--- config.mk ---
export PLATFORM = sky130hd
export DESIGN_NAME = spq_cell
export DESIGN_NICKNAME = d
export VERILOG_FILES = /design/src/hdl/spq_pkg.sv /design/src/hdl/spq_cell.sv
export SDC_FILE = /design/constraint.sdc
export NUM_CORES = 1
export LEC_CHECK = 0
export ABC_AREA = 0
export BUFFER_PORTS_ARGS = -buffer_cell sky130_fd_sc_hd__clkbuf_2
export CAP_MARGIN = 20
export CORE_MARGIN = 3
export CORE_UTILIZATION = 45
export DETAILED_ROUTE_END_ITERATION = 8
export HOLD_SLACK_MARGIN = 0.1
export MAX_ROUTING_LAYER = met4
export PLACE_DENSITY = 0.79
export SYNTH_ARGS = -nofsm -noshare
export SYNTH_HDL_FRONTEND = slang
export SYNTH_SLANG_ARGS = --single-unit
export TNS_END_PERCENT = 20
--- constraint.sdc ---
create_clock -name clk -period 3.3 [get_ports clk]
set_clock_uncertainty 0.05 [all_clocks]
set_input_delay 0.495 -clock clk [delete_from_list [all_inputs] [get_ports clk]]
set_output_delay 0.495 -clock clk [all_outputs]
set_load 0.01 [all_outputs]
--- src/hdl/spq_pkg.sv ---
package spq_pkg;

  localparam int VALUE_W = 32;
  localparam int OPC_W = 2;
  localparam int STAT_W = 2;
  localparam int SHOWN_W = 8;

  localparam logic [OPC_W-1:0] OP_INSERT = 2'd0;
  localparam logic [OPC_W-1:0] OP_REMOVE = 2'd1;
  localparam logic [OPC_W-1:0] OP_PEEK = 2'd2;

  localparam logic [STAT_W-1:0] ST_DONE = 2'd0;
  localparam logic [STAT_W-1:0] ST_FULL = 2'd1;
  localparam logic [STAT_W-1:0] ST_EMPTY = 2'd2;

  // Broadcast to every cell in the chain for one transaction
  typedef struct packed {
    logic insert;
    logic remove;
    logic signed [VALUE_W-1:0] value;
  } cell_ctl_t;

endpackage

--- src/hdl/spq_cell.sv ---
module spq_cell
  import spq_pkg::*;
(
  input  logic clk,
  input  cell_ctl_t ctl,
  input  logic occupied,
  input  logic signed [VALUE_W-1:0] prev_entry,
  input  logic prev_ge,
  input  logic signed [VALUE_W-1:0] next_entry,
  output logic signed [VALUE_W-1:0] entry,
  output logic ge
);

  logic signed [VALUE_W-1:0] entry_next;

  // Entry stays ahead of the new value when it is greater or equal
  assign ge = occupied && !(entry < ctl.value);

  always_comb begin
    entry_next = entry;
    if (ctl.insert) begin
      if (ge) begin
        entry_next = entry;
      end else if (prev_ge) begin
        entry_next = ctl.value;
      end else begin
        entry_next = prev_entry;
      end
    end else if (ctl.remove) begin
      entry_next = next_entry;
    end
  end

  always_ff @(posedge clk) begin
    entry <= entry_next;
  end

endmodule

==> impl_metrics.env <==
export IMPL_reg2reg_depth=8
export IMPL_ys_types=25
export IMPL_largest_reg_flops=32
export IMPL_htreeDepth=2
export IMPL_design_area_um2=3260
export IMPL_row_count=26
export IMPL_hold_buffers=0
export IMPL_crit_buf_inv=1
export IMPL_core_um2=5170
export IMPL_vias_per_cell=5.00
export IMPL_hold_violations=0
export IMPL_leakagePower_nw=1.76
export IMPL_rsz0062_at_grt="no"
export IMPL_reg2reg_to="entry[10]$_DFFE_PP_"
export IMPL_regToRegSetupSlack_ns=0.68
export IMPL_startpoint="entry[31]$_DFFE_PP_"
export IMPL_place_congestion=0.835
export IMPL_max_slew_worst_pin_slew_ns=0.517
export IMPL_crit_chain="ha_1, nand4_1, nor4_1, nand2_1, o211ai_1, a31oi_1, mux2i_1, clkbuf_2"
export IMPL_grt_pass1_vias=2209
export IMPL_dp_cells=456
export IMPL_wl_per_cell_um=13.9
export IMPL_antenna_found_initial=0
export IMPL_stdcell_count=463
export IMPL_ys_seq_area_share_pct=39.4
export IMPL_grtUsageTotal_pct=20.7
export IMPL_port_buffers=133
export IMPL_drc=0
export IMPL_die_h_um=79.7
export IMPL_regMostFlops="entry"
export IMPL_hold_slack_ns=0.483
export IMPL_criticalPathCategory="reg -> out"
export IMPL_cts_root_buf="clkbuf_8"
export IMPL_yosys_warnings=0
export IMPL_wl_um=6440
export IMPL_rr_startpoint="entry[31]$_DFFE_PP_"
export IMPL_die_area_um2=6340
export IMPL_postRouteAntennaNets=0
export IMPL_postCtsSetupBuffers=0
export IMPL_drv_cap=0
export IMPL_fin_nets=525
export IMPL_dr_pass1_iters=4
export IMPL_cts_made_buffers=5
export IMPL_placed_area_um2=3190
export IMPL_cp_top_family="simple AND/OR/NAND/NOR gates"
export IMPL_drv_slew=0
export IMPL_hp_start="next_entry[18]"
export IMPL_routed_via_count=2315
export IMPL_start_util_pct=47.2
export IMPL_max_stage_delay_ns=0.48
export IMPL_drive_above_1_share_pct=37.2
export IMPL_finalCritPeriodShare_pct=89.5
export IMPL_holdCritPathClass="in -> reg"
export IMPL_reg_top3="entry: 32 flops"
export IMPL_crit_path_end_kind="output port"
export IMPL_diodes=0
export IMPL_io_pins=134
export IMPL_synth_avg_cell_area_um2=9.43
export IMPL_cp_depth=8
export IMPL_fin_crit_ns=2.95
export IMPL_cp_max_fo=6
export IMPL_pwr_density_cell_nw_per_um2=373
export IMPL_clk_pin_slew_worst_paths_ns=0.06
export IMPL_clock_path_buffers=2
export IMPL_endpoint="ge"
export IMPL_setup_tns_ns=0
export IMPL_fmax_ghz=0.339
export IMPL_clock_sinks=32
export IMPL_grt_remaining_overflow=0
export IMPL_worstPathArrival_ns=2.41
export IMPL_dp_hpwl_um=5440
export IMPL_p_total_mw=1.22
export IMPL_startpoint_type="flip-flop"
export IMPL_syn_to_final_growth_pct=33.7
export IMPL_cp_data_required_time_ns=2.75
export IMPL_syn_cell_area_um2=2440
export IMPL_critPathSlowestCell="nor4_1"
export IMPL_clk_latency_ns=0.28
export IMPL_grt_pass1_wl_um=9890
export IMPL_synth_seq_cells=32
export IMPL_drt_iter0_drc=119
export IMPL_grt_max_degree=31
export IMPL_die_x_um=79.7
export IMPL_netlist_instances=259
export IMPL_synth_nets=391
export IMPL_relSlewSlack_pct=65.6
export IMPL_cts_tree="built"
export IMPL_vdd_drop_max_mv=0.184
export IMPL_cts_resized=0
export IMPL_setup_viol=0
export IMPL_status="complete, no violations"
==> kinds of logic (layout without fill, tap and decap cells) <==
group           Yosys count  after routing  synth area share, %
buf+inv                  44            178                 6.92
simple gates             61             61                 10.8
flops                    32             32                 39.4
fa+ha+maj                31             31                 15.9
compound gates           58             58                 13.5
mux                      33             33                 13.5
==> report_power, final <==
part | leakage [nW] | total (mW) | switching (mW) | internal (mW)
Sequential | 0.315 | 0.542 | 0.0281 | 0.514
Combinational | 1.40 | 0.398 | 0.216 | 0.181
Clock | 0.0410 | 0.276 | 0.133 | 0.143
==> layout by cell type (no fill, tap or decap), types with 4 or more instances in the layout <==
cell type	count
edfxtp_1	32
clkbuf_8	5
inv_1	33
ha_1	31
buf_4	5
a21oi_1	45
nand4_1	5
clkbuf_2	133
o21ai_0	4
nand2_1	11
mux2i_1	33
nor2_1	37
==> how the worst min path moves through the flow <==
stage	to	slack [ns]	depth (start not counted)
CTS	entry[12]$_DFFE_PP_	0.48	3
global placement	entry[22]$_DFFE_PP_	0.76	3
global route	entry[23]$_DFFE_PP_	0.50	3
floorplan	entry[30]$_DFFE_PP_	0.67	2
detailed placement	entry[15]$_DFFE_PP_	0.77	3
finish	entry[18]$_DFFE_PP_	0.48	3
==> worst min-delay path: stages <==
cell      delay [ns]
clkbuf_2        0.07
nor2_1          0.03
a21oi_1         0.09
==> per-layer routing <==
| metal | global-route usage, % | wire (um) |
|---|---|---|
| met1 | 23.3 | 2670 |
| met2 | 37.5 | 3330 |
| met3 | 4.40 | 376 |
| met4 | 5.15 | 61 |
| met5 | - | 0 |
==> Yosys cell counts (all sizes together) <==
library cell / number / area share (%)
nor2: 37 / 5.7
nor4: 1 / 0.26
nand4: 5 / 1.3
nand3: 2 / 0.41
inv: 33 / 5.1
o311a: 1 / 0.41
a211oi: 1 / 0.31
a211o: 1 / 0.36
clkbuf: 6 / 0.92
a31oi: 2 / 0.51
ha: 31 / 16
a221oi: 1 / 0.61
o211ai: 1 / 0.31
o21ai: 4 / 0.82
and3: 2 / 0.51
nand2: 11 / 1.7
nand2b: 2 / 0.51
mux2i: 33 / 14
a21o: 1 / 0.31
edfxtp: 32 / 39
o41ai: 1 / 0.67
a21oi: 45 / 9.2
buf: 5 / 0.92
or4b: 1 / 0.41
==> through the flow <==
step	setup slack, ns	util (%)
3_5_place_dp	0.454	61.6
5_1_grt	0.0296	63.1
6_report	0.347	63.1
4_1_cts	0.338	63.1
2_1_floorplan	0.284	-
3_3_place_gp	0.502	61.6
==> area by class of cell <==
cell class                      instances  area (um^2)
Fill cell                             454         1910
Sequential cell                        32          961
Tap cell                               70         87.6
Multi-Input combinational cell        183         1310
Timing Repair Buffer                  138          703
Clock inverter                          1         5.00
Clock buffer                            6         72.6
Inverter                               33          124
Note: power is estimated with default switching activity, not from simulation.
